`config.mk`:
```
export PLATFORM = sky130hd
export DESIGN_NAME = char_lcd_nibble_write_sequencer
export DESIGN_NICKNAME = d
export VERILOG_FILES = /design/src/rtl/core/lcdnw_pkg.sv /design/src/rtl/core/char_lcd_nibble_write_sequencer.sv /design/src/rtl/core/lcdnw_front.sv /design/src/rtl/core/lcdnw_queue.sv /design/src/rtl/core/lcdnw_back.sv
export VERILOG_INCLUDE_DIRS = /design/src /design/src/rtl/core
export SDC_FILE = /design/constraint.sdc
export NUM_CORES = 1
export LEC_CHECK = 0
export ABC_CLOCK_PERIOD_IN_PS = 10250
export BUFFER_PORTS_ARGS = -buffer_cell sky130_fd_sc_hd__buf_2
export CORE_MARGIN = 5
export CORE_UTILIZATION = 38
export CTS_CLUSTER_DIAMETER = 30
export CTS_CLUSTER_SIZE = 40
export DETAILED_ROUTE_END_ITERATION = 8
export GPL_ROUTABILITY_DRIVEN = 1
export SLEW_MARGIN = 10
export SYNTH_ARGS = -nofsm -noshare
export SYNTH_HDL_FRONTEND = slang
export SYNTH_HIERARCHICAL = 1
export SYNTH_SLANG_ARGS = --single-unit
```
`constraint.sdc`:
```
create_clock -name clock -period 10.25 [get_ports clock]
set_input_delay 1.025 -clock clock [delete_from_list [all_inputs] [get_ports clock]]
set_output_delay 1.025 -clock clock [all_outputs]
set_load 0.01 [all_outputs]
```
`src/rtl/core/char_lcd_nibble_write_sequencer_defines.svh`:
```
// ----------------------------------------------------------------------------
// char lcd nibble write sequencer assertion macros
// shared check forms, sampled on clock and off during reset
// ----------------------------------------------------------------------------
`ifndef CHAR_LCD_NIBBLE_WRITE_SEQUENCER_DEFINES_SVH
`define CHAR_LCD_NIBBLE_WRITE_SEQUENCER_DEFINES_SVH

// condition holds at every edge
`define LCDNW_ASSERT_ALWAYS(lbl, cond, msg) \
   lbl: assert property (@(posedge clock) disable iff (reset) (cond)) else $error(msg);

// consequent holds at the edge after the antecedent
`define LCDNW_ASSERT_NEXT(lbl, ante, cons, msg) \
   lbl: assert property (@(posedge clock) disable iff (reset) (ante) |=> (cons)) \
      else $error(msg);

// consequent holds at the same edge as the antecedent
`define LCDNW_ASSERT_SAME(lbl, ante, cons, msg) \
   lbl: assert property (@(posedge clock) disable iff (reset) (ante) |-> (cons)) \
      else $error(msg);

`endif

```
`src/rtl/core/lcdnw_pkg.sv`:
```
// ----------------------------------------------------------------------------
// lcdnw_pkg
// types, codes and the power-up table of the character lcd write sequencer
// ----------------------------------------------------------------------------
`default_nettype none

package lcdnw_pkg;

   localparam logic [2:0] OP_INIT        = 3'd0;
   localparam logic [2:0] OP_CMD         = 3'd1;
   localparam logic [2:0] OP_DATA        = 3'd2;
   localparam logic [2:0] OP_CURSOR      = 3'd3;
   localparam logic [2:0] OP_PRINT_INT   = 3'd4;
   localparam logic [2:0] OP_PRINT_ANGLE = 3'd5;

   localparam logic KIND_NIBBLE = 1'b0;
   localparam logic KIND_WAIT   = 1'b1;

   localparam logic RS_CMD  = 1'b0;
   localparam logic RS_DATA = 1'b1;

   localparam logic [5:0] WAIT_NONE = 6'd0;
   localparam logic [5:0] WAIT_CMD  = 6'd2;
   localparam logic [5:0] WAIT_CHAR = 6'd1;

   localparam logic [7:0] CHAR_MINUS  = 8'h2D;
   localparam logic [7:0] CHAR_SPACE  = 8'h20;
   localparam logic [3:0] DIGIT_ASCII = 4'h3;
   localparam logic [6:0] ROW1_BASE   = 7'h40;
   localparam logic [6:0] ROW0_BASE   = 7'h00;

   localparam int         NUM_DIGITS   = 10;
   localparam int         MAG_BITS     = 32;
   localparam logic [3:0] INIT_LAST    = 4'd13;
   localparam logic [1:0] SPACES_ZERO  = 2'd3;
   localparam logic [1:0] SPACES_OTHER = 2'd1;

   typedef enum logic [1:0] {
      JOB_INIT,
      JOB_BYTE,
      JOB_PRINT
   } job_kind_type;

   typedef struct packed {
      job_kind_type              kind;
      logic                      rs;
      logic [7:0]                byte_value;
      logic                      neg;
      logic                      zero;
      logic [3:0]                top_digit;
      logic [4*NUM_DIGITS-1:0]   bcd;
   } job_type;

   typedef struct packed {
      logic       kind;
      logic       rs;
      logic [3:0] nibble;
      logic [5:0] wait_ms;
   } item_type;

   typedef enum logic [1:0] {
      F_IDLE,
      F_CONV,
      F_PUSH
   } front_state_type;

   typedef enum logic [2:0] {
      B_IDLE,
      B_INIT,
      B_BYTE,
      B_SIGN,
      B_DIGIT,
      B_SPACE
   } back_state_type;

   function automatic item_type init_item(input logic [3:0] idx);
      item_type it;
      it = '{kind: KIND_NIBBLE, rs: RS_CMD, nibble: 4'h0, wait_ms: WAIT_NONE};
      unique case (idx)
         4'd0: begin
            it.kind    = KIND_WAIT;
            it.wait_ms = 6'd40;
         end
         4'd1: begin
            it.nibble  = 4'h3;
            it.wait_ms = 6'd5;
         end
         4'd2: begin
            it.nibble  = 4'h3;
            it.wait_ms = 6'd1;
         end
         4'd3: begin
            it.nibble  = 4'h3;
            it.wait_ms = 6'd1;
         end
         4'd4:  it.nibble = 4'h2;
         4'd5:  it.nibble = 4'h2;
         4'd6: begin
            it.nibble  = 4'h8;
            it.wait_ms = WAIT_CMD;
         end
         4'd7:  it.nibble = 4'h0;
         4'd8: begin
            it.nibble  = 4'hC;
            it.wait_ms = WAIT_CMD;
         end
         4'd9:  it.nibble = 4'h0;
         4'd10: begin
            it.nibble  = 4'h6;
            it.wait_ms = WAIT_CMD;
         end
         4'd11: it.nibble = 4'h0;
         4'd12: begin
            it.nibble  = 4'h1;
            it.wait_ms = WAIT_CMD;
         end
         4'd13: begin
            it.kind    = KIND_WAIT;
            it.wait_ms = WAIT_CMD;
         end
         default: it.kind = KIND_WAIT;
      endcase
      return it;
   endfunction

endpackage

`default_nettype wire

```
`src/rtl/core/char_lcd_nibble_write_sequencer.sv`:
```
// init, command, data and cursor requests pass through the push state, the queue and the back's output register;
// print requests first run the 32-step binary-to-decimal shift loop in the front.
// the front takes a new request only once the last job is pushed, which waits while the queue is full.
// the back pops a job when idle, then sends one word per cycle while rsp_ready is high.
// up to 26 words per request; the back returns to idle between jobs.
// synchronous active-high reset empties the queue and returns both parts to idle.
// ----------------------------------------------------------------------------
// char_lcd_nibble_write_sequencer
// turns display requests into 4-bit character lcd bus words and waits
// ----------------------------------------------------------------------------
`default_nettype none

module char_lcd_nibble_write_sequencer #(
   parameter int QUEUE_DEPTH = 2
) (
   input  wire logic                clock,
   input  wire logic                reset,
   input  wire logic                req_valid,
   output logic                     req_ready,
   input  wire logic [2:0]          req_op,
   input  wire logic [7:0]          req_byte_value,
   input  wire logic                req_row,
   input  wire logic [5:0]          req_col,
   input  wire logic signed [31:0]  req_number,
   output logic                     rsp_valid,
   input  wire logic                rsp_ready,
   output logic                     rsp_kind,
   output logic                     rsp_reg_select,
   output logic [3:0]               rsp_nibble,
   output logic [5:0]               rsp_wait_ms,
   output logic                     rsp_last
);
   import lcdnw_pkg::*;

   logic       q_push;
   logic       q_full;
   logic       q_pop;
   logic       q_valid;
   job_type    push_job;
   job_type    pop_job;

   lcdnw_front u_front (
      .clock          (clock),
      .reset          (reset),
      .req_valid      (req_valid),
      .req_ready      (req_ready),
      .req_op         (req_op),
      .req_byte_value (req_byte_value),
      .req_row        (req_row),
      .req_col        (req_col),
      .req_number     (req_number),
      .q_push         (q_push),
      .q_job          (push_job),
      .q_full         (q_full)
   );

   lcdnw_queue #(
      .DEPTH (QUEUE_DEPTH)
   ) u_queue (
      .clock     (clock),
      .reset     (reset),
      .push      (q_push),
      .push_job  (push_job),
      .full      (q_full),
      .pop       (q_pop),
      .pop_valid (q_valid),
      .pop_job   (pop_job)
   );

   lcdnw_back u_back (
      .clock          (clock),
      .reset          (reset),
      .q_valid        (q_valid),
      .q_job          (pop_job),
      .q_pop          (q_pop),
      .rsp_valid      (rsp_valid),
      .rsp_ready      (rsp_ready),
      .rsp_kind       (rsp_kind),
      .rsp_reg_select (rsp_reg_select),
      .rsp_nibble     (rsp_nibble),
      .rsp_wait_ms    (rsp_wait_ms),
      .rsp_last       (rsp_last)
   );

endmodule

`default_nettype wire

```
`src/rtl/core/lcdnw_front.sv`:
```
// ----------------------------------------------------------------------------
// lcdnw_front
// takes requests, decodes them into jobs and converts print values to decimal
// ----------------------------------------------------------------------------
`default_nettype none

module lcdnw_front (
   input  wire logic                clock,
   input  wire logic                reset,
   input  wire logic                req_valid,
   output logic                     req_ready,
   input  wire logic [2:0]          req_op,
   input  wire logic [7:0]          req_byte_value,
   input  wire logic                req_row,
   input  wire logic [5:0]          req_col,
   input  wire logic signed [31:0]  req_number,
   output logic                     q_push,
   output lcdnw_pkg::job_type       q_job,
   input  wire logic                q_full
);
   import lcdnw_pkg::*;

   front_state_type              st_ff, st_in;
   job_type                      job_ff, job_in;
   logic [MAG_BITS-1:0]          mag_ff, mag_in;
   logic [4:0]                   step_ff, step_in;
   logic [4*NUM_DIGITS-1:0]      bcd_adj;
   logic [3:0]                   top;
   logic [6:0]                   addr;
   logic [MAG_BITS-1:0]          num_u;

   always_ff @(posedge clock) begin
      if (reset) begin
         st_ff <= F_IDLE;
      end else begin
         st_ff <= st_in;
      end
      job_ff  <= job_in;
      mag_ff  <= mag_in;
      step_ff <= step_in;
   end

   // add-3 correction of every decimal digit
   always_comb begin
      for (int i = 0; i < NUM_DIGITS; i++) begin
         if (job_ff.bcd[4*i +: 4] >= 4'd5) begin
            bcd_adj[4*i +: 4] = job_ff.bcd[4*i +: 4] + 4'd3;
         end else begin
            bcd_adj[4*i +: 4] = job_ff.bcd[4*i +: 4];
         end
      end
   end

   // most significant nonzero digit
   always_comb begin
      top = 4'd0;
      for (int i = 0; i < NUM_DIGITS; i++) begin
         if (job_ff.bcd[4*i +: 4] != 4'd0) begin
            top = 4'(i);
         end
      end
   end

   assign addr  = (req_row ? ROW1_BASE : ROW0_BASE) + {1'b0, req_col};
   assign num_u = req_number;

   always_comb begin
      st_in     = st_ff;
      job_in    = job_ff;
      mag_in    = mag_ff;
      step_in   = step_ff;
      req_ready = (st_ff == F_IDLE);
      q_push    = 1'b0;
      q_job     = job_ff;
      q_job.top_digit = top;
      q_job.zero      = (job_ff.bcd == '0);

      unique case (st_ff)
         F_IDLE: begin
            if (req_valid) begin
               job_in.rs         = RS_CMD;
               job_in.byte_value = req_byte_value;
               job_in.neg        = 1'b0;
               job_in.zero       = 1'b0;
               job_in.top_digit  = 4'd0;
               job_in.bcd        = '0;
               unique case (req_op)
                  OP_INIT: begin
                     job_in.kind = JOB_INIT;
                     st_in       = F_PUSH;
                  end
                  OP_CMD: begin
                     job_in.kind = JOB_BYTE;
                     st_in       = F_PUSH;
                  end
                  OP_DATA: begin
                     job_in.kind = JOB_BYTE;
                     job_in.rs   = RS_DATA;
                     st_in       = F_PUSH;
                  end
                  OP_CURSOR: begin
                     job_in.kind       = JOB_BYTE;
                     job_in.byte_value = {1'b1, addr};
                     st_in             = F_PUSH;
                  end
                  OP_PRINT_INT, OP_PRINT_ANGLE: begin
                     job_in.kind = JOB_PRINT;
                     job_in.neg  = num_u[MAG_BITS-1];
                     mag_in      = num_u[MAG_BITS-1] ? (~num_u + 1'b1) : num_u;
                     step_in     = 5'(MAG_BITS - 1);
                     st_in       = F_CONV;
                  end
                  default: st_in = F_IDLE;
               endcase
            end
         end
         F_CONV: begin
            job_in.bcd = {bcd_adj[4*NUM_DIGITS-2:0], mag_ff[MAG_BITS-1]};
            mag_in     = {mag_ff[MAG_BITS-2:0], 1'b0};
            step_in    = step_ff - 5'd1;
            if (step_ff == 5'd0) begin
               st_in = F_PUSH;
            end
         end
         F_PUSH: begin
            if (!q_full) begin
               q_push = 1'b1;
               st_in  = F_IDLE;
            end
         end
         default: st_in = F_IDLE;
      endcase
   end

endmodule

`default_nettype wire

```
`src/rtl/core/lcdnw_queue.sv`:
```
// ----------------------------------------------------------------------------
// lcdnw_queue
// short job queue between the request decoder and the bus sequencer
// ----------------------------------------------------------------------------
`default_nettype none

`include "char_lcd_nibble_write_sequencer_defines.svh"

module lcdnw_queue #(
   parameter int DEPTH = 2
) (
   input  wire logic                clock,
   input  wire logic                reset,
   input  wire logic                push,
   input  wire lcdnw_pkg::job_type  push_job,
   output logic                     full,
   input  wire logic                pop,
   output logic                     pop_valid,
   output lcdnw_pkg::job_type       pop_job
);
   import lcdnw_pkg::*;

   localparam int PW = (DEPTH > 1) ? $clog2(DEPTH) : 1;
   localparam int CW = $clog2(DEPTH + 1);

   job_type          entries_ff [DEPTH];
   logic [PW-1:0]    wr_ptr_ff, wr_ptr_in;
   logic [PW-1:0]    rd_ptr_ff, rd_ptr_in;
   logic [CW-1:0]    count_ff, count_in;

   function automatic logic [PW-1:0] next_ptr(input logic [PW-1:0] p);
      logic [PW-1:0] n;
      n = (p == PW'(DEPTH - 1)) ? '0 : p + 1'b1;
      return n;
   endfunction

   assign full      = (count_ff == CW'(DEPTH));
   assign pop_valid = (count_ff != '0);
   assign pop_job   = entries_ff[rd_ptr_ff];

   always_comb begin
      wr_ptr_in = push ? next_ptr(wr_ptr_ff) : wr_ptr_ff;
      rd_ptr_in = pop ? next_ptr(rd_ptr_ff) : rd_ptr_ff;
      count_in  = count_ff;
      if (push && !pop) begin
         count_in = count_ff + 1'b1;
      end else if (pop && !push) begin
         count_in = count_ff - 1'b1;
      end
   end

   always_ff @(posedge clock) begin
      if (reset) begin
         wr_ptr_ff <= '0;
         rd_ptr_ff <= '0;
         count_ff  <= '0;
      end else begin
         wr_ptr_ff <= wr_ptr_in;
         rd_ptr_ff <= rd_ptr_in;
         count_ff  <= count_in;
      end
      if (push) begin
         entries_ff[wr_ptr_ff] <= push_job;
      end
   end

   `LCDNW_ASSERT_ALWAYS(a_no_overflow, !(push && full), "job pushed into a full queue")
   `LCDNW_ASSERT_ALWAYS(a_no_underflow, !(pop && !pop_valid), "job popped from an empty queue")
   `LCDNW_ASSERT_NEXT(a_count_up, push && !pop, count_ff == $past(count_ff) + 1'b1, "queue count lost a push")

endmodule

`default_nettype wire

```
`src/rtl/core/lcdnw_back.sv`:
```
// ----------------------------------------------------------------------------
// lcdnw_back
// walks one job at a time and emits bus words through an output register
// ----------------------------------------------------------------------------
`default_nettype none

`include "char_lcd_nibble_write_sequencer_defines.svh"

module lcdnw_back (
   input  wire logic                clock,
   input  wire logic                reset,
   input  wire logic                q_valid,
   input  wire lcdnw_pkg::job_type  q_job,
   output logic                     q_pop,
   output logic                     rsp_valid,
   input  wire logic                rsp_ready,
   output logic                     rsp_kind,
   output logic                     rsp_reg_select,
   output logic [3:0]               rsp_nibble,
   output logic [5:0]               rsp_wait_ms,
   output logic                     rsp_last
);
   import lcdnw_pkg::*;

   back_state_type   st_ff, st_in;
   job_type          job_ff, job_in;
   logic [3:0]       icnt_ff, icnt_in;
   logic [3:0]       dcnt_ff, dcnt_in;
   logic [1:0]       scnt_ff, scnt_in;
   logic             half_ff, half_in;
   logic             rsp_valid_ff;
   item_type         rsp_item_ff;
   logic             rsp_last_ff;

   logic             load_en;
   logic             emit;
   logic             item_last;
   item_type         item;
   logic [7:0]       cur_byte;
   logic             cur_rs;
   logic [3:0]       cur_digit;

   assign load_en   = !rsp_valid_ff || rsp_ready;
   assign cur_digit = job_ff.bcd[{dcnt_ff, 2'b00} +: 4];

   always_comb begin
      unique case (st_ff)
         B_SIGN:  cur_byte = CHAR_MINUS;
         B_DIGIT: cur_byte = {DIGIT_ASCII, cur_digit};
         B_SPACE: cur_byte = CHAR_SPACE;
         default: cur_byte = job_ff.byte_value;
      endcase
      cur_rs = (st_ff == B_BYTE) ? job_ff.rs : RS_DATA;
   end

   always_comb begin
      if (st_ff == B_INIT) begin
         item = init_item(icnt_ff);
      end else begin
         item.kind    = KIND_NIBBLE;
         item.rs      = cur_rs;
         item.nibble  = half_ff ? cur_byte[3:0] : cur_byte[7:4];
         item.wait_ms = !half_ff ? WAIT_NONE : (cur_rs ? WAIT_CHAR : WAIT_CMD);
      end
   end

   always_comb begin
      st_in     = st_ff;
      job_in    = job_ff;
      icnt_in   = icnt_ff;
      dcnt_in   = dcnt_ff;
      scnt_in   = scnt_ff;
      half_in   = half_ff;
      q_pop     = 1'b0;
      emit      = 1'b0;
      item_last = 1'b0;

      unique case (st_ff)
         B_IDLE: begin
            if (q_valid) begin
               q_pop   = 1'b1;
               job_in  = q_job;
               icnt_in = 4'd0;
               half_in = 1'b0;
               dcnt_in = q_job.top_digit;
               scnt_in = q_job.zero ? SPACES_ZERO : SPACES_OTHER;
               unique case (q_job.kind)
                  JOB_INIT: st_in = B_INIT;
                  JOB_BYTE: st_in = B_BYTE;
                  default:  st_in = q_job.neg ? B_SIGN : B_DIGIT;
               endcase
            end
         end
         B_INIT: begin
            if (load_en) begin
               emit    = 1'b1;
               icnt_in = icnt_ff + 4'd1;
               if (icnt_ff == INIT_LAST) begin
                  item_last = 1'b1;
                  st_in     = B_IDLE;
               end
            end
         end
         B_BYTE: begin
            if (load_en) begin
               emit    = 1'b1;
               half_in = !half_ff;
               if (half_ff) begin
                  item_last = 1'b1;
                  st_in     = B_IDLE;
               end
            end
         end
         B_SIGN: begin
            if (load_en) begin
               emit    = 1'b1;
               half_in = !half_ff;
               if (half_ff) begin
                  st_in = B_DIGIT;
               end
            end
         end
         B_DIGIT: begin
            if (load_en) begin
               emit    = 1'b1;
               half_in = !half_ff;
               if (half_ff) begin
                  if (dcnt_ff == 4'd0) begin
                     st_in = B_SPACE;
                  end else begin
                     dcnt_in = dcnt_ff - 4'd1;
                  end
               end
            end
         end
         B_SPACE: begin
            if (load_en) begin
               emit    = 1'b1;
               half_in = !half_ff;
               if (half_ff) begin
                  if (scnt_ff == 2'd0) begin
                     item_last = 1'b1;
                     st_in     = B_IDLE;
                  end else begin
                     scnt_in = scnt_ff - 2'd1;
                  end
               end
            end
         end
         default: st_in = B_IDLE;
      endcase
   end

   always_ff @(posedge clock) begin
      if (reset) begin
         st_ff        <= B_IDLE;
         rsp_valid_ff <= 1'b0;
      end else begin
         st_ff <= st_in;
         if (emit) begin
            rsp_valid_ff <= 1'b1;
         end else if (rsp_ready) begin
            rsp_valid_ff <= 1'b0;
         end
      end
      job_ff  <= job_in;
      icnt_ff <= icnt_in;
      dcnt_ff <= dcnt_in;
      scnt_ff <= scnt_in;
      half_ff <= half_in;
      if (emit) begin
         rsp_item_ff <= item;
         rsp_last_ff <= item_last;
      end
   end

   assign rsp_valid      = rsp_valid_ff;
   assign rsp_kind       = rsp_item_ff.kind;
   assign rsp_reg_select = rsp_item_ff.rs;
   assign rsp_nibble     = rsp_item_ff.nibble;
   assign rsp_wait_ms    = rsp_item_ff.wait_ms;
   assign rsp_last       = rsp_last_ff;

   `LCDNW_ASSERT_NEXT(a_last_ends_job, emit && item_last, st_ff == B_IDLE, "job kept running after its last word")
   `LCDNW_ASSERT_SAME(a_wait_clean, rsp_valid_ff && rsp_item_ff.kind == KIND_WAIT, rsp_item_ff.rs == RS_CMD && rsp_item_ff.nibble == 4'd0, "wait word drives bus lines")
   `LCDNW_ASSERT_SAME(a_digit_range, st_ff == B_DIGIT, cur_digit <= 4'd9, "decimal digit out of range")

endmodule

`default_nettype wire
```
# Word level (Yosys, flattened, before mapping)

Memories as Yosys holds them, arrays and structs flattened. A register that Yosys moved wholly into a read port is not among the register bits.
Cells that the tools add are included.

Register bits: 172
RAM bits: 114
Input port bits: 54
Output and inout bits: 15
Logic and storage cells: 264
Memories kept: 1

Memory list:

| memory             | words | width | read ports | clocked after memory_dff | write ports | line              | text |
|---|---|---|---|---|---|---|---|
| u_queue.entries_ff | 2     | 57    | 1          | 1                        | 1           | lcdnw_queue.sv:26 | `job_type entries_ff [DEPTH];` |

Add/subtract/negate cells: 20
$lt $le $gt $ge: 10
Equality and inequality tests: 47
Shifts and indexed selects: 1
Multiplexer cells: 103
Bitwise gates (word level): 1
Reductions and logical operators: 55

Operators by type and width:

| cell                    | count |
|---|---|
| $mux W32                | 3 |
| $pmux W40 S2            | 1 |
| $mux W4                 | 18 |
| $pmux W32 S2            | 1 |
| $mux W3                 | 19 |
| $ge A4 B3 Y1 const B    | 10 |
| $logic_not A40 Y1       | 1 |
| $mux W40                | 1 |
| $shiftx A40 B7 Y4       | 1 |
| $add A4 B2 Y4 const B   | 9 |
| $reduce_bool A4 Y1      | 9 |
| $add A32 B1 Y32 const B | 1 |
| $not A32 Y32            | 1 |
| $ne A2 B1 Y1 const B    | 14 |
| $mux W1                 | 27 |
| $mux W2                 | 13 |
| $eq A4 B4 Y1 const B    | 6 |
| $pmux W4 S6             | 1 |
| $pmux W6 S4             | 1 |
| $pmux W8 S3             | 1 |
| $pmux W3 S6             | 1 |
| $eq A4 B3 Y1 const B    | 4 |
| $pmux W4 S2             | 2 |
| $reduce_bool A2 Y1      | 8 |
| 43 further kinds        | 84 |

# Depth between registers and ports, before layout

Gate-level depths: netlist of the first run.

Depth after elaboration: 10
Gate-level depth with buffers: 10
Depth with buffers taken out: 8

# Modules after synthesis

The synthesis of the first run kept the hierarchy.

Modules (own cells, without submodules):

| module      | times used | cells an instance | area an instance (µm²) | seq. area each (µm²) |
|---|---|---|---|---|
| lcdnw_front | 1          | 517               | 5298.8                 | 2712.6 |
| lcdnw_queue | 1          | 199               | 4326.6                 | 3523.4 |
| lcdnw_back  | 1          | 281               | 3534.6                 | 2212.1 |

# Worst setup path after synthesis of the first run

OpenSTA, ideal clock, no wires.

Path kind: input port to flip-flop
Start: input req_op[2]
End: register u_front.mag_ff[0], enable pin
Library setup time: 0.488 ns
Arrival time: 3.906 ns
Slack: 5.856 ns
Stages: 2
Path buffers: 0
Cells stage by stage: inv_1 o31ai_1

Word-level cells in the longest chain between the ends: 4
Elaborated cells on any way between the ends: 5
Classes of those cells: 3 x eq/ne; 2 x reduce/logical

Ends and longest elaborated chain:

| element                                | line                                  | text |
|---|---|---|
| start, declared                        | char_lcd_nibble_write_sequencer.sv:20 | `input wire logic [2:0] req_op,` |
| $eq A3 B3 Y1                           | lcdnw_front.sv:87                     | `unique case (req_op)` |
| $reduce_or A2 Y1 (*)                   | lcdnw_front.sv:87                     |  |
| $ne A2 B1 Y1 (no source line) (*)      | -                                     |  |
| $reduce_and A3 Y1 (no source line) (*) | -                                     |  |
| end signal, assigned                   | lcdnw_front.sv:39                     | `mag_ff <= mag_in;` |
| end, declared                          | lcdnw_front.sv:25                     | `logic [MAG_BITS-1:0] mag_ff, mag_in;` |

Every way passes the cells marked *; elsewhere a longest branch is shown, timed or not.
A chain may end at the register's enable or synchronous reset.

==> impl_metrics.py, run 1 <==
metrics = {
    "run_status": {
        "status": "finished clean",
    },
    "power_and_ir_drop": {
        "combPwrFrac_pct": 16.9,
        "leakage_uw": 0.00569,
        "netSwitchingFraction_pct": 27.5,
        "cellPowerDensity_nw_per_um2": 277,
        "pwr-share-seq_pct": 39.4,
        "p_clk_share_pct": 43.6,
        "vdd_ir_drop_max_v": 0.000143,
        "internal_power_uw": 3210,
        "total_power_uw": 4440,
        "switching_power_uw": 1220,
    },
    "layout": {
        "layout_common_cells": "edfxtp_1, nor2_1, nand2_1, clkbuf_16, buf_2",
        "layout_commonest_cell": "edfxtp_1",
        "fillerInstances": 3086,
        "layout.nets": 1185,
        "drive_above_1_share_pct": 23.4,
        "area_growth_pct": 21.9,
    },
    "routing": {
        "drtIter0Drc": 426,
        "drc": 0,
        "wl_um": 25500,
        "dr.pass1.iters": 4,
        "detail-route-antenna-nets": 0,
        "via_per_inst": 4.96,
        "vias": 7950,
        "drt-wirelength-per-cell_um": 15.9,
    },
    "clock_network": {
        "cts_resized": 0,
        "path_clk_slew_ns": 0.05,
        "cts_sinks": 285,
        "clk_path_buf_depth": 3,
        "cts_root_buffer": "clkbuf_16",
        "cts_max_level": 3,
        "clkLatencyLatePin_ns": 0.54,
        "cts_hold_buf": 0,
        "postCtsSetupRepairBufs": 0,
        "cts_tree": "yes",
        "numCtsBuffers": 66,
    },
    "worst_setup_path": {
        "cp.required_ns": 10.51,
        "critPathLaunchType": "register",
        "crit_path_max_fanout": 5,
        "end_kind": "register",
        "setup.worst_path.class": "reg -> reg",
        "r2r_slack_ns": 7.43,
        "arrival_ns": 3.07,
    },
    "global_route": {
        "antenna_found_initial": 0,
        "grt_overflow": 0,
        "grt_pass1_vias": 8028,
        "grt_pass1_wl_um": 41500,
        "grt_max_degree": 59,
        "gr-usage-all-layers_pct": 13.2,
    },
    "synth": {
        "synth_edf_count": 274,
        "yosys_register_bits": 285,
        "syn_inst": 997,
        "synth_flop_cell": "edfxtp_1",
        "ys_types": 66,
        "netlist_area_um2": 13200,
        "yosysSeqAreaShare_pct": 64.2,
        "async_reset_ff_share_pct": 0,
        "avgSynthCellArea_um2": 13.2,
        "yosys_warnings": 6,
        "synth.net_count": 1085,
    },
    "die": {
        "die_y_um": 196,
        "die_w_um": 196,
        "core_region_area_um2": 34400,
        "rows": 68,
        "start_util_pct": 38.3,
        "ios": 69,
        "die_area_um2": 38500,
    },
    "placement": {
        "place.gp.congestion": 0.802,
        "place_hpwl_um": 16000,
        "pre_cts_ws_ns": 6.93,
        "portBuffers": 67,
    },
    "timing": {
        "setup_violations": 0,
        "worstMarginPinSlew_ns": 0.985,
        "setup_tns_ns": 0,
        "rsz0062_at_grt": "no",
        "setup_ws_ns": 7.43,
        "fmax_ghz": 0.355,
        "final-max-slew-violation-count": 0,
        "timing.final.crit_period_ns": 2.82,
        "slew_headroom_pct": 34.2,
        "finalHoldViolCount": 0,
        "fin_skew_ns": 0.0195,
        "min_period_over_period_pct": 27.5,
    },
    "min_path": {
        "hold_class": "reg -> reg",
    },
    "flow_run": {
        "maxCapViolCount": 0,
    },
}
-- critical path, stage by stage (launching register included) --
cell and delay [ns]:
edfxtp_1 0.44, inv_1 0.13, ha_1 0.20, or3b_2 0.50, a2111oi_0 0.70, o211ai_1 0.20
a31oi_1 0.23, o21ai_0 0.13
-- metal layers --
layer	up-vias	GRT usage [%]	routed length, um
li1	3901	-	-
met1	3834	17.9	11800
met2	169	20.7	11900
met3	46	3.47	1300
met4	0	4.60	539
met5	-	0	0
-- path summary, 6_finish.rpt --
path,startpoint,endpoint,cells after the start
min reg2reg,u_front/q_job[51],u_queue/entries_ff[1][51],0
max reg2reg,u_front/q_job[4],u_queue/entries_ff[0][40],7
max,u_front/q_job[4],u_queue/entries_ff[0][40],7
min,u_front/q_job[51],u_queue/entries_ff[1][51],0
-- Yosys cell counts, types with 7 or more instances --
library cell | n | area [um^2]
edfxtp_1 | 274 | 8230
nor2_1 | 89 | 334
nand2_1 | 83 | 312
a21oi_1 | 66 | 330
mux2_2 | 65 | 732
o21ai_0 | 57 | 285
xor2_1 | 39 | 342
inv_1 | 38 | 143
ha_1 | 34 | 425
clkbuf_1 | 25 | 93.8
nand2b_1 | 24 | 150
xnor2_1 | 19 | 166
nor3_1 | 17 | 85.1
nor2b_1 | 12 | 75.1
dfxtp_1 | 11 | 220
nand3_1 | 11 | 55.1
o41ai_1 | 10 | 87.6
mux4_2 | 8 | 180
o31ai_1 | 8 | 60.1
or3_1 | 8 | 50.1
nor4_1 | 7 | 43.8
-- state kept, by name, indices dropped and copies added (netlist names), 2 cells and up, named ones only --
signal,count
u_front/q_job,52
u_back/job_ff,49
u_back/dcnt_ff,4
u_back/st_ff,3
u_front/step_ff,5
u_queue/count_ff,2
u_front/st_ff,2
u_front/mag_ff,32
u_back/rsp_wait_ms,4
u_back/rsp_nibble,4
u_back/scnt_ff,2
u_back/icnt_ff,4
u_queue/entries_ff,114
-- through the flow --
step,hold slack [ns],util [%],cells,area [um^2]
after floorplan,0.421,-,997,13200
after global routing,0.452,46.7,1603,16000
after global placement,0.428,40.6,1484,13900
final,0.433,46.7,1604,16000
after CTS,0.438,46.7,1603,16000
after detailed placement,0.435,40.6,1484,13900
-- power groups by stage --
stage | Combinational, uW | Sequential, uW | Clock [uW]
after floorplan | 643 | 1650 | 0
after global placement | 747 | 1770 | 0
after detailed placement | 754 | 1770 | 0
after CTS | 762 | 1760 | 1980
after global routing | 834 | 1780 | 2050
final | 750 | 1750 | 1940
-- final cells by class --
type / count / area [um^2] / share of cell area [%]
sequential: 285 / 8450 / 52.7
multi-input combinational: 633 / 4400 / 27.4
clock buffer: 80 / 1730 / 10.8
tap: 455 / 569 / 3.55
timing repair buffer: 73 / 380 / 2.37
clock inverter: 39 / 370 / 2.31
inverter: 38 / 143 / 0.889
antenna: 1 / 2.50 / 0.0156
-- logic make-up (layout without fill, tap and decap cells) --
kind of cell	count (synthesis)	count (layout)	synth area share [%]
AND/OR/NAND/NOR	293	293	11.0
flip-flops	285	285	64.2
AO/OA/AOI/OAI	168	168	7.55
multiplexers	79	79	7.43
buffers and inverters	79	230	2.69
XOR/XNOR	58	58	3.86
adder cells (fa/ha/maj)	34	34	3.23
other	1	2	0.0285
Power figures use the tool's default switching activity.
==> run 2: changes to the inputs <==
Settings changed: ABC_AREA set to 1, ABC_CLOCK_PERIOD_IN_PS 10250 to 2600.
Clock period 10.25 ns to 2.6 ns, I/O delays scaled along.
==> impl_metrics.py, run 2 <==
metrics = {
    "routing": {
        "drc": 0,
        "wl_um": 27300,
        "dr.pass1.iters": 7,
        "drtIter0Drc": 411,
        "via_per_inst": 4.80,
        "vias": 8955,
        "drt-wirelength-per-cell_um": 14.7,
        "detail-route-antenna-nets": 0,
    },
    "flow_run": {
        "maxCapViolCount": 0,
    },
    "layout": {
        "fin_util_pct": 47.6,
        "layout_commonest_cell": "edfxtp_1",
        "final_cell_count_no_fill": 1866,
        "fin_area_um2": 16900,
        "n_antenna_cell": 0,
        "layout.nets": 1440,
        "area_growth_pct": 24.0,
        "drive_above_1_share_pct": 21.5,
        "largest_reg_flops": 114,
        "top_register": "u_queue/entries_ff",
        "layout_common_cells": "edfxtp_1, nand2_1, inv_1, nor2_1, o21ai_0",
    },
    "clock_network": {
        "path_clk_slew_ns": 0.04,
        "cts_max_level": 3,
        "clkLatencyLatePin_ns": 0.57,
        "cts_root_buffer": "clkbuf_16",
        "cts_resized": 0,
        "clk_path_buf_depth": 3,
        "numCtsBuffers": 67,
        "cts_tree": "yes",
        "cts_sinks": 285,
    },
    "synth": {
        "netlist_area_um2": 13600,
        "synth.net_count": 1303,
        "synth_edf_count": 274,
        "async_reset_ff_share_pct": 0,
        "synth_area_leaders": "edfxtp_1, nand2_1, inv_1, mux2_4, o21ai_0",
        "yosys_warnings": 6,
        "synth.most_common_cell": "edfxtp_1",
        "synth_top_area_share_pct": 60.4,
        "syn_inst": 1215,
        "avgSynthCellArea_um2": 11.2,
        "yosys_register_bits": 285,
        "synth_flop_cell": "edfxtp_1",
        "yosysSeqAreaShare_pct": 62.0,
        "ys_types": 43,
        "yosys.area.top_type": "edfxtp_1",
        "synthTopCellsByCount": "edfxtp_1, nand2_1, inv_1",
    },
    "worst_setup_path": {
        "cp_slowest_stage_delay_ns": 0.59,
        "critPathLaunchType": "register",
        "worst-path-buf-inv": 2,
        "cp.required_ns": 3.02,
        "crit_path_top_delay_cell": "buf_4",
        "crit_chain": "inv_1 > nor2_4 > buf_4 > o21ai_0 > o211ai_1 > a21oi_1",
        "r2r_slack_ns": 0.70,
        "arrival_ns": 2.32,
        "setup.worst_path.class": "reg -> reg",
        "worstReg2RegStart": "u_front/st_ff[0]",
        "crit_path_max_fanout": 78,
        "crit_family": "buffers and inverters",
        "timing.rr.end": "u_front/st_ff[1]",
        "end_kind": "register",
        "r2r_cells": 6,
    },
    "timing": {
        "slew_headroom_pct": 50.5,
        "final-max-slew-violation-count": 0,
        "worstMarginPinSlew_ns": 0.742,
        "fmax_ghz": 0.527,
        "setup_violations": 0,
        "setup_tns_ns": 0,
        "finalHoldViolCount": 0,
        "min_period_over_period_pct": 73.0,
        "rsz0062_at_grt": "no",
        "fin_skew_ns": 0.0287,
        "timing.final.crit_period_ns": 1.90,
    },
    "global_route": {
        "busiest_layer": "met2",
        "grt_pass1_vias": 9123,
        "gr-usage-all-layers_pct": 14.1,
        "grt_pass1_wl_um": 45200,
        "globalRouteMet2Util_pct": 23.3,
        "grt_max_degree": 79,
        "grt_overflow": 0,
        "use_met1_pct": 17.9,
        "antenna_found_initial": 0,
        "use_met3_pct": 2.83,
    },
    "power_and_ir_drop": {
        "vdd_ir_drop_max_v": 0.000549,
        "cellPowerDensity_nw_per_um2": 1060,
        "total_power_uw": 18000,
        "leakage_uw": 0.00671,
    },
    "die": {
        "die_area_um2": 39700,
        "die_w_um": 199,
        "ios": 69,
        "die_y_um": 199,
        "rows": 69,
        "core_region_area_um2": 35500,
        "start_util_pct": 38.4,
    },
    "placement": {
        "place_hpwl_um": 18200,
        "place_area_um2": 14500,
        "dp.cells": 1727,
        "place.gp.congestion": 0.880,
        "portBuffers": 67,
    },
    "min_path": {
        "hold_depth": 3,
        "min_to": "u_front/mag_ff[0]",
        "hold_class": "in -> reg",
        "min_from": "req_number[0]",
    },
    "run_status": {
        "status": "finished clean",
    },
}
[run 2: stage by stage]
| step | setup slack, ns | hold WS [ns] |
|---|---|---|
| after CTS | 0.695 | 0.0347 |
| after global routing | 0.430 | 0.0557 |
| after floorplan | 0.0394 | 0.329 |
| final | 0.701 | 0.0595 |
| after global placement | 0.733 | 0.423 |
| after detailed placement | 0.692 | 0.433 |
[run 2: worst max path at each step]
stage / start / end / slack (ns) / depth (start not counted)
after floorplan: u_back/st_ff[0] / u_queue/count_ff[1] / 0.04 / 12
after global placement: u_back/dcnt_ff[0] / u_back/st_ff[0] / 0.73 / 9
after detailed placement: u_back/dcnt_ff[0] / u_back/st_ff[1] / 0.69 / 9
after CTS: u_back/dcnt_ff[0] / u_back/st_ff[0] / 0.70 / 9
after global routing: u_back/dcnt_ff[0] / u_back/st_ff[2] / 0.43 / 9
final: u_front/st_ff[0] / u_front/st_ff[1] / 0.70 / 6
[run 2: logic make-up (layout without fill, tap and decap cells)]
family	after synthesis	after routing	share of synthesized area (%)
other cells	1	1	0.0275
mux	64	64	6.12
fa+ha+maj	34	34	3.12
simple gates	473	473	15.0
buf+inv	164	354	5.20
flops	285	285	62.0
xor+xnor	26	26	1.67
compound gates	168	168	6.80
[run 2: worst reg2reg max path, delay by kind of cell, from the launching register on]
kind,cells,cell delay (ns)
and+or+nand+nor,1,0.10
AOI/OAI and AO/OA,3,0.60
DFF,1,0.37
buffers and inverters,2,0.70
[run 2: power by group]
group | switching (uW) | internal, uW | total (uW)
sequential | 439 | 6080 | 6520
combinational | 2040 | 1300 | 3340
clock | 2630 | 5470 | 8110
total | 5110 | 12900 | 18000
[run 2: layout make-up]
class,count,area (um^2)
Timing Repair Buffer,100,651
Sequential cell,285,8450
Tap cell,461,577
Fill cell,3191,18600
Clock inverter,46,534
Inverter,132,498
Clock buffer,76,1710
Multi-Input combinational cell,766,4480
[run 2: routing by layer]
| layer | part of all wire, % | vias up |
|---|---|---|
| met5 | 0 | - |
| met4 | 3.0 | 0 |
| met3 | 4.4 | 67 |
| met2 | 48 | 183 |
| met1 | 45 | 4207 |
| li1 | - | 4498 |
[run 2: timing repair]
action | CTS | global route
hold buffers | 17 | 0
endpoints found under the hold margin | 10 | 0
buffers inserted | 0 | 0
setup endpoints to repair | 0 | 0
==> run 3: changes to the inputs <==
Settings changed: ABC_CLOCK_PERIOD_IN_PS 2600 to 1900.
Clock period 2.6 ns to 1.9 ns, I/O delays scaled along.
==> impl_metrics.py, run 3 (synthesis gave the netlist of run 2 again) <==
metrics = {
    "run_status": {
        "status": "finished clean",
    },
    "layout": {
        "multiInputGateArea_um2": 4520,
        "layout.nets": 1454,
        "layout_commonest_cell": "edfxtp_1",
        "area_growth_pct": 25.3,
        "seq_area_um2": 8450,
        "top_register": "u_queue/entries_ff",
        "fillerInstances": 3107,
        "layout_common_cells": "edfxtp_1, nand2_1, inv_1, nor2_1, o21ai_0",
        "n_antenna_cell": 0,
        "drive_above_1_share_pct": 23.3,
        "largest_reg_flops": 114,
    },
    "global_route": {
        "antenna_found_initial": 0,
        "grt_max_degree": 79,
        "grt_pass1_vias": 9132,
        "gr-usage-all-layers_pct": 14.1,
        "grt_pass1_wl_um": 45400,
        "grt_overflow": 0,
    },
    "die": {
        "core_region_area_um2": 35500,
        "ios": 69,
        "die_area_um2": 39700,
        "die_y_um": 199,
        "start_util_pct": 38.4,
        "rows": 69,
        "die_w_um": 199,
    },
    "power_and_ir_drop": {
        "total_power_uw": 24300,
        "leakage_uw": 0.00672,
        "cellPowerDensity_nw_per_um2": 1420,
        "vdd_ir_drop_max_v": 0.000834,
    },
    "worst_setup_path": {
        "crit_top_cell": "nand2_1",
        "worstReg2RegStart": "u_back/dcnt_ff[0]",
        "crit_path_top_delay_cell": "edfxtp_1",
        "crit_chain": "inv_1 > buf_4 > ha_1 > nand3_1 > o21ai_0 > nand2_1 > nor2_2 > nand2_1 > nand2_1 > nor2_1",
        "cp.required_ns": 2.36,
        "cp_slowest_stage_delay_ns": 0.40,
        "setup.worst_path.class": "reg -> reg",
        "cp.depth": 10,
        "r2r_slack_ns": 0.17,
        "r2r_cells": 10,
        "critPathLaunchType": "register",
        "timing.rr.end": "u_back/st_ff[0]",
        "crit_family": "simple AND/OR/NAND/NOR gates",
        "end_kind": "register",
        "crit_path_max_fanout": 9,
        "crit_path_end": "u_back/st_ff[0]",
        "arrival_ns": 2.19,
        "worst-path-buf-inv": 2,
        "worstSetupStartpoint": "u_back/dcnt_ff[0]",
    },
    "timing": {
        "setup_violations": 0,
        "fmax_ghz": 0.576,
        "hold_slack_ns": 0.0290,
        "final-max-slew-violation-count": 0,
        "finalHoldViolCount": 0,
        "fin_skew_ns": 0.0151,
        "rsz0062_at_grt": "no",
        "min_period_over_period_pct": 91.3,
        "timing.final.crit_period_ns": 1.73,
    },
    "min_path": {
        "hold_class": "in -> reg",
    },
    "placement": {
        "portBuffers": 67,
        "place.gp.congestion": 0.864,
        "place_hpwl_um": 18600,
    },
    "clock_network": {
        "cts_root_buffer": "clkbuf_16",
        "cts_sinks": 285,
        "path_clk_slew_ns": 0.05,
        "clkLatencyLatePin_ns": 0.57,
        "clk_path_buf_depth": 3,
        "numCtsBuffers": 59,
        "cts_max_level": 2,
        "cts_tree": "yes",
    },
    "routing": {
        "wl_um": 27800,
        "detail-route-antenna-nets": 0,
        "drt-wirelength-per-cell_um": 14.8,
        "dr.pass1.iters": 5,
        "drtIter0Drc": 417,
        "vias": 8978,
        "via_per_inst": 4.78,
        "drc": 0,
    },
    "flow_run": {
        "maxCapViolCount": 0,
    },
}
==> run 3: cell count changes in the layout (fill, tap and decap cells not counted), moves of 4 or more <==
cell,before,now
clkinv_8,6,2
buf_12,2,10
inv_1,126,121
clkbuf_1,9,3
clkinvlp_4,5,17
dfxtp_2,1,5
dfxtp_1,10,6
clkbuf_16,67,59
buf_4,14,24
dlygate4sd3_1,17,21
==> run 3: power by group <==
part,switching [uW],internal (uW),leakage [uW]
clock,3400,7060,0.000971
sequential,529,8310,0.00264
combinational,2990,1990,0.00311
total,6910,17400,0.00672
==> run 3: layout make-up <==
class	count	share of cell area [%]
Sequential cell	285	49.5
Inverter	132	2.96
Multi-Input combinational cell	766	26.5
Clock inverter	50	3.46
Clock buffer	62	8.72
Tap cell	461	3.38
Timing Repair Buffer	122	5.43
==> run 3: worst min-delay path by stage <==
stage,startpoint,to,depth (start not counted)
after floorplan,reset,u_front/st_ff[0],1
after global placement,u_front/q_job[56],u_queue/entries_ff[0][56],0
after detailed placement,u_front/q_job[46],u_queue/entries_ff[0][46],0
after CTS,req_number[17],u_front/mag_ff[17],4
after global routing,req_number[1],u_front/mag_ff[1],3
final,req_number[21],u_front/mag_ff[21],4
==> run 3: what timing repair did <==
item,CTS,global route
buffers inserted,0,0
gates resized for setup,0,3
setup endpoints to repair,0,6
endpoints found under the hold margin,19,0
hold buffers,21,0
==> run 3: layer usage <==
layer | global-route usage [%] | vias up | share of wire (%)
li1 | - | 4521 | -
met1 | 18.0 | 4227 | 44
met2 | 24.2 | 188 | 49
met3 | 2.66 | 42 | 5.0
met4 | 4.58 | 0 | 2.1
met5 | 0 | - | 0
==> run 3: stage by stage <==
| stage | std cells | area, um^2 | setup TNS [ns] | utilization (%) | setup slack, ns |
|---|---|---|---|---|---|
| 6_report | 1878 | 17100 | 0 | 48.1 | 0.165 |
| 5_1_grt | 1878 | 17100 | 0 | 48.1 | 0.000104 |
| 4_1_cts | 1878 | 17100 | 0 | 48.1 | 0.102 |
| 3_5_place_dp | 1745 | 14800 | 0 | 41.6 | 0.109 |
| 3_3_place_gp | 1745 | 14800 | 0 | 41.6 | 0.155 |
| 2_1_floorplan | 1215 | 13700 | -6.72 | - | -0.128 |
==> run 3: worst min-delay path: cells and delay by family <==
family,cells,cell delay [ns]
buffers and inverters,1,0.12
AND/OR/NAND/NOR,3,0.19
